--- src/rtl/core/lru_key_value_cache_defines.svh ---
// ---------------------------------------------------------------------------
// lru_key_value_cache assertion macros
// clocked concurrent checks on clk, with and without the reset qualifier
// ---------------------------------------------------------------------------
`ifndef LRU_KEY_VALUE_CACHE_DEFINES_SVH
`define LRU_KEY_VALUE_CACHE_DEFINES_SVH

`ifndef ASSERT_OFF
// check that is skipped while rst_n is low
`define LRU_KV_ASSERT(lbl, prop) \
  lbl: assert property (@(posedge clk) disable iff (!rst_n) (prop)) \
    else $error("lru_kv check failed");
// check that also holds during reset
`define LRU_KV_ASSERT_ALWAYS(lbl, prop) \
  lbl: assert property (@(posedge clk) (prop)) \
    else $error("lru_kv check failed");
`else
`define LRU_KV_ASSERT(lbl, prop)
`define LRU_KV_ASSERT_ALWAYS(lbl, prop)
`endif

`endif

--- src/rtl/core/lru_kv_pkg.sv ---
// ---------------------------------------------------------------------------
// lru_kv_pkg
// shared types and codes for the lru key-value cache and its cells
// ---------------------------------------------------------------------------
`timescale 1ns / 1ps

package lru_kv_pkg;

  // configuration register width and reset value
  localparam int unsigned CAP_W = 5;
  localparam logic [CAP_W-1:0] CAP_RESET = 5'd16;

  // which cell an update targets
  localparam logic [1:0] PICK_NONE   = 2'd0;
  localparam logic [1:0] PICK_HIT    = 2'd1;
  localparam logic [1:0] PICK_FREE   = 2'd2;
  localparam logic [1:0] PICK_VICTIM = 2'd3;

  // update command broadcast to every cell
  typedef struct packed {
    logic       en;
    logic [1:0] pick;
    logic       wr_key;
    logic       wr_val;
    logic       set_valid;
    logic       promote;
    logic       age_all;
  } upd_cmd_t;

endpackage

--- src/rtl/core/lru_kv_cell.sv ---
// ---------------------------------------------------------------------------
// lru_kv_cell
// one cache entry: key, value, recency rank, plus the lookup chain links
// ---------------------------------------------------------------------------
`timescale 1ns / 1ps

module lru_kv_cell #(
  parameter int unsigned RW         = 4,
  parameter int unsigned KEY_BITS   = 16,
  parameter int unsigned VALUE_BITS = 32
) (
  input  logic                  clk,
  input  logic                  rst_n,
  input  logic                  look_en,
  input  lru_kv_pkg::upd_cmd_t  cmd,
  input  logic [RW-1:0]         limit_i,
  input  logic [RW-1:0]         victim_rank_i,
  input  logic [KEY_BITS-1:0]   req_key_i,
  input  logic [VALUE_BITS-1:0] req_value_i,
  input  logic                  found_i,
  input  logic [RW-1:0]         rank_i,
  input  logic [VALUE_BITS-1:0] value_i,
  input  logic                  free_i,
  output logic                  found_o,
  output logic [RW-1:0]         rank_o,
  output logic [VALUE_BITS-1:0] value_o,
  output logic                  free_o,
  output logic                  valid_o,
  output logic                  match_o
);
  import lru_kv_pkg::*;

  logic                  valid_r;
  logic [KEY_BITS-1:0]   key_r;
  logic [VALUE_BITS-1:0] value_r;
  logic [RW-1:0]         rank_r;
  logic                  match_r;
  logic                  free_r;
  logic                  victim_r;
  logic                  match;
  logic                  sel;
  logic                  ages;

  // local key compare
  assign match = valid_r && (key_r == req_key_i);

  // gather chain: hit flag, hit rank and hit value ripple to the next cell
  assign found_o = found_i | match;
  assign rank_o  = rank_i  | (match ? rank_r  : '0);
  assign value_o = value_i | (match ? value_r : '0);

  // free-slot chain: the first invalid cell from the low end wins
  assign free_o  = free_i | ~valid_r;

  assign valid_o = valid_r;
  assign match_o = match_r;

  // target select for this update
  always_comb begin
    unique case (cmd.pick)
      PICK_NONE:   sel = 1'b0;
      PICK_HIT:    sel = match_r;
      PICK_FREE:   sel = free_r;
      PICK_VICTIM: sel = victim_r;
    endcase
  end

  // valid entries ranked below the limit, or all of them on age_all, get one step older
  assign ages = valid_r && !sel && (cmd.age_all || (rank_r < limit_i));

  // valid bit
  always_ff @(posedge clk) begin
    if (!rst_n) begin
      valid_r <= 1'b0;
    end else if (cmd.en && sel && cmd.set_valid) begin
      valid_r <= 1'b1;
    end
  end

  // lookup flags, taken in the compare cycle
  always_ff @(posedge clk) begin
    if (look_en) begin
      match_r  <= match;
      free_r   <= ~valid_r & ~free_i;
      victim_r <= valid_r && (rank_r == victim_rank_i);
    end
  end

  // entry contents and recency
  always_ff @(posedge clk) begin
    if (cmd.en) begin
      if (sel && cmd.wr_key) begin
        key_r <= req_key_i;
      end
      if (sel && cmd.wr_val) begin
        value_r <= req_value_i;
      end
      if (cmd.promote) begin
        if (sel) begin
          rank_r <= '0;
        end else if (ages) begin
          rank_r <= RW'(rank_r + 1'b1);
        end
      end
    end
  end

endmodule

--- src/rtl/core/lru_key_value_cache.sv ---
// An accepted item makes a compare pass and then an update pass through the row of
// entry cells, and its result is registered by the update pass. A new item can be
// accepted in the update pass of the one before, but not in its compare pass.
// The update cycle waits while a finished result is held and stalled at the output.
// Reset (rst_n low, synchronous) empties every entry, clears the fill level and sets
// the capacity register to 16; no clearing pass follows.
// ---------------------------------------------------------------------------
// lru_key_value_cache
// fully associative key-value cache with least-recently-used replacement
// ---------------------------------------------------------------------------
`timescale 1ns / 1ps
`include "lru_key_value_cache_defines.svh"

module lru_key_value_cache #(
  parameter int unsigned MAX_ENTRIES = 16,
  parameter int unsigned KEY_BITS    = 16,
  parameter int unsigned VALUE_BITS  = 32
) (
  input  logic                        clk,
  input  logic                        rst_n,
  input  logic                        cfg_wr_en,
  input  logic [lru_kv_pkg::CAP_W-1:0] cfg_wr_data,
  input  logic                        in_valid,
  output logic                        in_stall,
  input  logic                        in_mode,
  input  logic [KEY_BITS-1:0]         in_key,
  input  logic [VALUE_BITS-1:0]       in_value,
  output logic                        out_valid,
  input  logic                        out_stall,
  output logic                        out_hit,
  output logic [VALUE_BITS-1:0]       out_read_value
);
  import lru_kv_pkg::*;

  localparam int unsigned RW = (MAX_ENTRIES > 1) ? $clog2(MAX_ENTRIES) : 1;
  localparam int unsigned UW = $clog2(MAX_ENTRIES + 1);
  localparam int unsigned EW = (UW > CAP_W) ? UW : CAP_W;

  localparam logic [1:0] ST_IDLE = 2'd0;
  localparam logic [1:0] ST_LOOK = 2'd1;
  localparam logic [1:0] ST_UPD  = 2'd2;

  logic [1:0]            state_r;
  logic [1:0]            state_nxt;
  logic [CAP_W-1:0]      cap_r;
  logic [UW-1:0]         used_r;
  logic [UW-1:0]         used_nxt;
  logic [UW-1:0]         used_m1;
  logic                  req_mode_r;
  logic [KEY_BITS-1:0]   req_key_r;
  logic [VALUE_BITS-1:0] req_value_r;
  logic                  hit_r;
  logic [RW-1:0]         hit_rank_r;
  logic [VALUE_BITS-1:0] hit_value_r;
  logic                  out_valid_r;
  logic                  out_hit_r;
  logic [VALUE_BITS-1:0] out_read_value_r;

  logic                  accept;
  logic                  upd_go;
  logic                  look_en;
  logic [EW-1:0]         eff_cap;
  logic                  has_room;
  upd_cmd_t              cmd;
  logic [RW-1:0]         limit;

  logic                  found_c [MAX_ENTRIES+1];
  logic [RW-1:0]         rank_c  [MAX_ENTRIES+1];
  logic [VALUE_BITS-1:0] value_c [MAX_ENTRIES+1];
  logic                  free_c  [MAX_ENTRIES+1];
  logic [MAX_ENTRIES-1:0] valid_vec;
  logic [MAX_ENTRIES-1:0] match_vec;

  // handshake
  assign upd_go   = !out_valid_r || !out_stall;
  assign accept   = in_valid && !in_stall;
  assign in_stall = !((state_r == ST_IDLE) || ((state_r == ST_UPD) && upd_go));
  assign look_en  = (state_r == ST_LOOK);

  assign out_valid      = out_valid_r;
  assign out_hit        = out_hit_r;
  assign out_read_value = out_read_value_r;

  // sequencer
  always_comb begin
    state_nxt = state_r;
    unique case (state_r)
      ST_IDLE: if (accept) state_nxt = ST_LOOK;
      ST_LOOK: state_nxt = ST_UPD;
      ST_UPD: begin
        if (accept) begin
          state_nxt = ST_LOOK;
        end else if (upd_go) begin
          state_nxt = ST_IDLE;
        end
      end
      default: state_nxt = ST_IDLE;
    endcase
  end

  always_ff @(posedge clk) begin
    if (!rst_n) begin
      state_r <= ST_IDLE;
    end else begin
      state_r <= state_nxt;
    end
  end

  // capacity register
  always_ff @(posedge clk) begin
    if (!rst_n) begin
      cap_r <= CAP_RESET;
    end else if (cfg_wr_en) begin
      cap_r <= cfg_wr_data;
    end
  end

  // effective capacity: zero acts as one, clipped to the entry count
  always_comb begin
    priority if (cap_r == '0) begin
      eff_cap = EW'(1);
    end else if (EW'(cap_r) > EW'(MAX_ENTRIES)) begin
      eff_cap = EW'(MAX_ENTRIES);
    end else begin
      eff_cap = EW'(cap_r);
    end
  end

  assign has_room = EW'(used_r) < eff_cap;
  assign used_m1  = used_r - UW'(1);

  // request latch
  always_ff @(posedge clk) begin
    if (accept) begin
      req_mode_r  <= in_mode;
      req_key_r   <= in_key;
      req_value_r <= in_value;
    end
  end

  // lookup result from the end of the cell chain
  always_ff @(posedge clk) begin
    if (look_en) begin
      hit_r       <= found_c[MAX_ENTRIES];
      hit_rank_r  <= rank_c[MAX_ENTRIES];
      hit_value_r <= value_c[MAX_ENTRIES];
    end
  end

  // update command for the row of cells
  always_comb begin
    cmd           = '0;
    cmd.en        = (state_r == ST_UPD) && upd_go;
    cmd.pick      = PICK_NONE;
    limit         = hit_rank_r;
    used_nxt      = used_r;
    priority if (hit_r) begin
      cmd.pick    = PICK_HIT;
      cmd.wr_val  = req_mode_r;
      cmd.promote = 1'b1;
    end else if (!req_mode_r) begin
      cmd.pick    = PICK_NONE;
    end else if (has_room) begin
      cmd.pick      = PICK_FREE;
      cmd.wr_key    = 1'b1;
      cmd.wr_val    = 1'b1;
      cmd.set_valid = 1'b1;
      cmd.promote   = 1'b1;
      cmd.age_all   = 1'b1;
      used_nxt      = used_r + UW'(1);
    end else begin
      cmd.pick    = PICK_VICTIM;
      cmd.wr_key  = 1'b1;
      cmd.wr_val  = 1'b1;
      cmd.promote = 1'b1;
      limit       = used_m1[RW-1:0];
    end
  end

  // fill level
  always_ff @(posedge clk) begin
    if (!rst_n) begin
      used_r <= '0;
    end else if (cmd.en) begin
      used_r <= used_nxt;
    end
  end

  // result register
  always_ff @(posedge clk) begin
    if (!rst_n) begin
      out_valid_r <= 1'b0;
    end else if (cmd.en) begin
      out_valid_r <= 1'b1;
    end else if (!out_stall) begin
      out_valid_r <= 1'b0;
    end
  end

  always_ff @(posedge clk) begin
    if (cmd.en) begin
      out_hit_r        <= hit_r;
      out_read_value_r <= (hit_r && !req_mode_r) ? hit_value_r : '0;
    end
  end

  // chain heads
  assign found_c[0] = 1'b0;
  assign rank_c[0]  = '0;
  assign value_c[0] = '0;
  assign free_c[0]  = 1'b0;

  // row of entry cells
  for (genvar g = 0; g < MAX_ENTRIES; g++) begin : g_cell
    lru_kv_cell #(
      .RW        (RW),
      .KEY_BITS  (KEY_BITS),
      .VALUE_BITS(VALUE_BITS)
    ) u_cell (
      .clk          (clk),
      .rst_n        (rst_n),
      .look_en      (look_en),
      .cmd          (cmd),
      .limit_i      (limit),
      .victim_rank_i(used_m1[RW-1:0]),
      .req_key_i    (req_key_r),
      .req_value_i  (req_value_r),
      .found_i      (found_c[g]),
      .rank_i       (rank_c[g]),
      .value_i      (value_c[g]),
      .free_i       (free_c[g]),
      .found_o      (found_c[g+1]),
      .rank_o       (rank_c[g+1]),
      .value_o      (value_c[g+1]),
      .free_o       (free_c[g+1]),
      .valid_o      (valid_vec[g]),
      .match_o      (match_vec[g])
    );
  end

  // checks
  `LRU_KV_ASSERT(a_used_matches_valid, $countones(valid_vec) == int'(used_r))
  `LRU_KV_ASSERT(a_single_match, (state_r == ST_UPD) |-> $onehot0(match_vec))
  `LRU_KV_ASSERT(a_accept_to_look, accept |=> (state_r == ST_LOOK))
  `LRU_KV_ASSERT(a_result_after_update, $rose(out_valid_r) |-> $past(state_r == ST_UPD))
  `LRU_KV_ASSERT_ALWAYS(a_used_bound, !rst_n || (EW'(used_r) <= EW'(MAX_ENTRIES)))

endmodule

--- config.mk ---
export PLATFORM = sky130hd
export DESIGN_NAME = lru_key_value_cache
export DESIGN_NICKNAME = d
export VERILOG_FILES = /design/src/rtl/core/lru_kv_pkg.sv /design/src/rtl/core/lru_kv_cell.sv /design/src/rtl/core/lru_key_value_cache.sv
export VERILOG_INCLUDE_DIRS = /design/src /design/src/rtl/core
export SDC_FILE = /design/constraint.sdc
export NUM_CORES = 1
export LEC_CHECK = 0
export ABC_CLOCK_PERIOD_IN_PS = 11100
export BUFFER_PORTS_ARGS = -buffer_cell sky130_fd_sc_hd__buf_4
export CAP_MARGIN = 10
export CORE_MARGIN = 2
export CORE_UTILIZATION = 30
export CTS_BUF_LIST = sky130_fd_sc_hd__clkbuf_8
export CTS_CLUSTER_DIAMETER = 80
export DETAILED_ROUTE_END_ITERATION = 7
export PLACE_DENSITY = 0.48
export SKIP_CTS_REPAIR_TIMING = 1
export SKIP_LAST_GASP = 1
export SYNTH_ARGS = -nofsm -noshare
export SYNTH_HDL_FRONTEND = slang
export SYNTH_HIERARCHICAL = 1
export SYNTH_SLANG_ARGS = --single-unit
export TNS_END_PERCENT = 1
--- constraint.sdc ---
create_clock -name clk -period 11.1 [get_ports clk]
set_input_delay 1.665 -clock clk [delete_from_list [all_inputs] [get_ports clk]]
set_output_delay 1.665 -clock clk [all_outputs]
set_load 0.005 [all_outputs]
* Yosys cells after proc, flatten, opt, wreduce, memory -nomap -nowiden *
Cells that the tools add are included.

word-level totals
  flip-flop bits (word level) = 1028
  input bits = 59
  output and inout port bits = 35
  word-level logic and storage cells = 628

cells by class
  $add $sub $neg = 18
  magnitude comparators = 18
  eq/ne operators = 40
  muxes and demuxes = 85
  bitwise gates (word level) = 105
  reduce and logical (&&, ||, !) cells = 238

operators by type and width
  cell                 count
  $mux 32              16
  $or 32x32->32        15
  $eq 16x16->1         16
  $mux 4               35
  $logic_and 1x1->1    131
  $reduce_and 2->1     33
  $add 4x1->4 const B  16
  $eq 4x4->1           16
  $lt 4x4->1           16
  $pmux 1 s4           16
  $or 4x4->4           15
  $reduce_and 3->1     16
  $reduce_bool 2->1    16
  $not 1->1            31
  $or 1x1->1           29
  $logic_not 1->1      20
  $logic_or 1x1->1     18
  $and 1x1->1          15
  $mux 5               3
  $mux 2               5
  $mux 1               8
  $eq 2x2->1 const B   3
  $pmux 2 s3           1
  $add 5x1->5 const B  1
  11 further kinds     13

* Logic depth before layout (Yosys ltp) *
  word-level depth = 18
  gate-level depth with buffers = 21
  gate-level depth less buffers = 19

* Modules after synthesis *
Netlist, hierarchy kept.

by module, submodules not included
  module                               times used  cells an instance  area each (um^2)  sequential area each (um^2)
  lru_kv_cell at g_cell[0].u_cell ...  14          165                2509.9            1671.6
  lru_kv_cell at g_cell[7].u_cell ...  2           162                2486.1            1671.6
  lru_key_value_cache                  1           252                4644.5            3833.7

* Worst setup path after synthesis *
No wires, ideal clock.

  path type = input port to flip-flop
  start point = input out_stall
  end point = register g_cell[0].u_cell.value_r[0] (enable)
  data arrival time = 6327 ps
  slack = 4381 ps
  stages on the path = 2
  path buffers = 0
  cells stage by stage = a21oi_1 -> and3_1

between the ends
  cells in the longest elaborated chain, start to end = 4

ends and longest elaborated chain
  element                            line                        source
  from (decl)                        lru_key_value_cache.sv:29   input logic out_stall,
  $logic_not 1->1                    --
  $logic_or 1x1->1                   lru_key_value_cache.sv:75   assign upd_go = !out_valid_r || !out_stall;
  $logic_and 1x1->1                  lru_key_value_cache.sv:153  cmd.en = (state_r == ST_UPD) && upd_go;
  $reduce_and 2->1 (no source line)  --
  to (signal assigned)               lru_kv_cell.sv:96           value_r <= req_value_i;
  to (decl)                          lru_kv_cell.sv:35           logic [VALUE_BITS-1:0] value_r;

No other way between the ends.
A chain may end at the register's enable or synchronous reset.

==> impl_metrics.toml <==
[outcome]
status = "completed"

[global_route]
grt_pass1_vias = 26600
grt_max_degree = 53
antenna_found_initial = 3
grt_pass1_wl_mm = 180
grt-ovfl-total = 0
grtUsageTotal_pct = 16.0

[worst_setup_path]
max_stage_delay_ns = 0.37
cp_slowest_cell = "o221ai_1"
cpMostUsedCell = "a31o_2"
cp_data_required_time_ns = 11.72
endpoint_kind = "flip-flop"
path_cells = "buf_4 -> o221ai_1 -> nor3_2 -> buf_4 -> a31o_2 -> a31o_2 -> a31o_2 -> a31o_2 -> a31o_2 -> a31o_2 -> a31o_2 -> a31o_2 -> a31o_2 -> a31o_2 -> a31o_2 -> a31o_2 -> a31o_2 -> a31o_2 -> a31o_2 -> a31o_2"
path_max_fanout = 45
startpoint_type = "flip-flop"
critPathArrivalTime_ns = 6.03
worstSetupPathType = "reg2reg"

[floorplanning]
initial_core_util_pct = 30.3
die_x_um = 390
design.core.area_mm2 = 0.148
die_area_mm2 = 0.152
core.rowCount = 141
ios = 94
die_h_um = 390

[pwr]
p_sw_uw = 1890
ir_worst_vdd_v = 0.0000894
seqPwrFrac_pct = 54.5
p_comb_share_pct = 4.8
power.density_mw_per_mm2 = 156
leakage_uw = 0.0171
clockPowerShare_pct = 40.7
p_int_uw = 6110
switching_share_pct = 23.6

[sta]
post-route-period-util_pct = 48.8
fin_crit_ns = 5.41
fmax_mhz = 185
final_max_slew_viol_count = 0
worst_pin_slew_ns = 1.11
hold_viol = 0
finClkSkew_ns = 0.0956
final-setup-viol-count = 0
rsz0062_at_grt = "no"
max_slew_margin_pct = 25.8
totalNegativeSetupSlack_ns = 0

[clocking]
clk_pin_slew_ns = 0.06
numCtsBuffers = 182
cts-root-buf = "clkbuf_8"
htreeDepth = 4
insertion_delay_ns = 0.95
cts_tree = "done"
clock-sinks = 1028
ctsLongestPathBuffers = 3

[finish]
area_growth_pct = 14.4
finalNetCount = 3272
drive_gt1_share_pct = 22.4
fin_util_pct = 34.6

[place]
dp_hpwl_mm = 67.6
portBuffers = 93
gp_congestion = 0.787

[flow_run]
cap_violations = 0

[hold_path]
min_path_type = "reg2reg"

[synthesis]
syn_inst = 2885
syn-cell-area_mm2 = 0.0447
synth_area_per_cell_um2 = 15.5
yosysWarningCount = 6

[drt]
routed-via-count = 25700
vias_per_cell = 4.93
drt_iter0_drc = 1807
drc = 0
first_pass_iters = 5
drtAntennaViolNets = 0
wl_per_cell_um = 23.3
wl_mm = 122
## state kept, by name (all words and copies together), names as in the netlist
register	flops
g_cell.u_cell/value_r	512
out_read_value	32
req_mode_r	1
out_hit	1
used_r	5
cap_r	5
g_cell.u_cell/victim_r	16
req_key_r	16
g_cell.u_cell/key_r	256
hit_rank_r	4
g_cell.u_cell/match_o	16
g_cell.u_cell/rank_r	64
out_valid	1
hit_r	1
g_cell.u_cell/valid_o	16
hit_value_r	32
g_cell.u_cell/free_r	16
req_value_r	32
state_r	2
## power groups by stage
stage | logic [µW] | clock network (µW) | registers, µW
floorplan | 232 | 0 | 4450
global placement | 387 | 0 | 4440
detailed placement | 389 | 0 | 4440
CTS | 391 | 3380 | 4360
global route | 423 | 3550 | 4370
finish | 384 | 3260 | 4360
## final cells by class
type,instances,area (µm²)
Antenna cell,5,12.5
Clock buffer,184,2530
Clock inverter,132,773
Fill cell,14200,96700
Inverter,114,428
Multi-Input combinational cell,1648,13200
Sequential cell,1028,30600
Tap cell,1930,2410
Timing Repair Buffer,169,1270
## worst max-delay path: cells and delay by family, from the launching register on
kind	cells	cell delay [ns]
compound gates	17	3.93
simple gates	1	0.07
buf+inv	2	0.65
flops	1	0.36
## cells in the final DEF (no fill, tap or decap), types with 48 or more instances in the layout
| cell type | instances |
|---|---|
| inv_1 | 187 |
| nand3_1 | 58 |
| nand2_1 | 48 |
| and2_1 | 48 |
| ha_1 | 70 |
| nor2_1 | 94 |
| xor2_1 | 70 |
| xnor2_1 | 240 |
| nand2b_1 | 49 |
| a31o_2 | 288 |
| clkbuf_8 | 184 |
| edfxtp_1 | 999 |
| buf_4 | 169 |
| a31o_1 | 288 |
## routing by layer
| metal | up-vias | part of all wire [%] | GRT usage (%) |
|---|---|---|---|
| li1 | 11800 | - | - |
| met4 | 0 | 2.6 | 5.57 |
| met2 | 624 | 47 | 25.9 |
| met3 | 204 | 5.5 | 3.63 |
| met5 | - | 0 | 0 |
| met1 | 13000 | 45 | 21.0 |
## per-stage QoR
step	hold slack (ns)	cell area [µm²]	std cells	power [µW]	worst slack, ns
2_1_floorplan	0.446	44900	2923	4680	4.38
3_3_place_gp	0.462	47900	4889	4830	5.79
3_5_place_dp	0.470	47900	4889	4830	5.78
4_1_cts	0.478	51200	5205	8130	5.70
5_1_grt	0.502	51200	5208	8340	5.55
6_report	0.475	51200	5210	8000	5.69
## path summary, 6_finish.rpt
check               start       endpoint  slack, ns  cells past startpoint
max          req_key_r[1]  hit_rank_r[0]       5.69                     20
min             used_r[4]      used_r[4]       0.47                      2
max reg2reg  req_key_r[1]  hit_rank_r[0]       5.69                     20
min reg2reg     used_r[4]      used_r[4]       0.47                      2
Power figures use the tool's default switching activity.
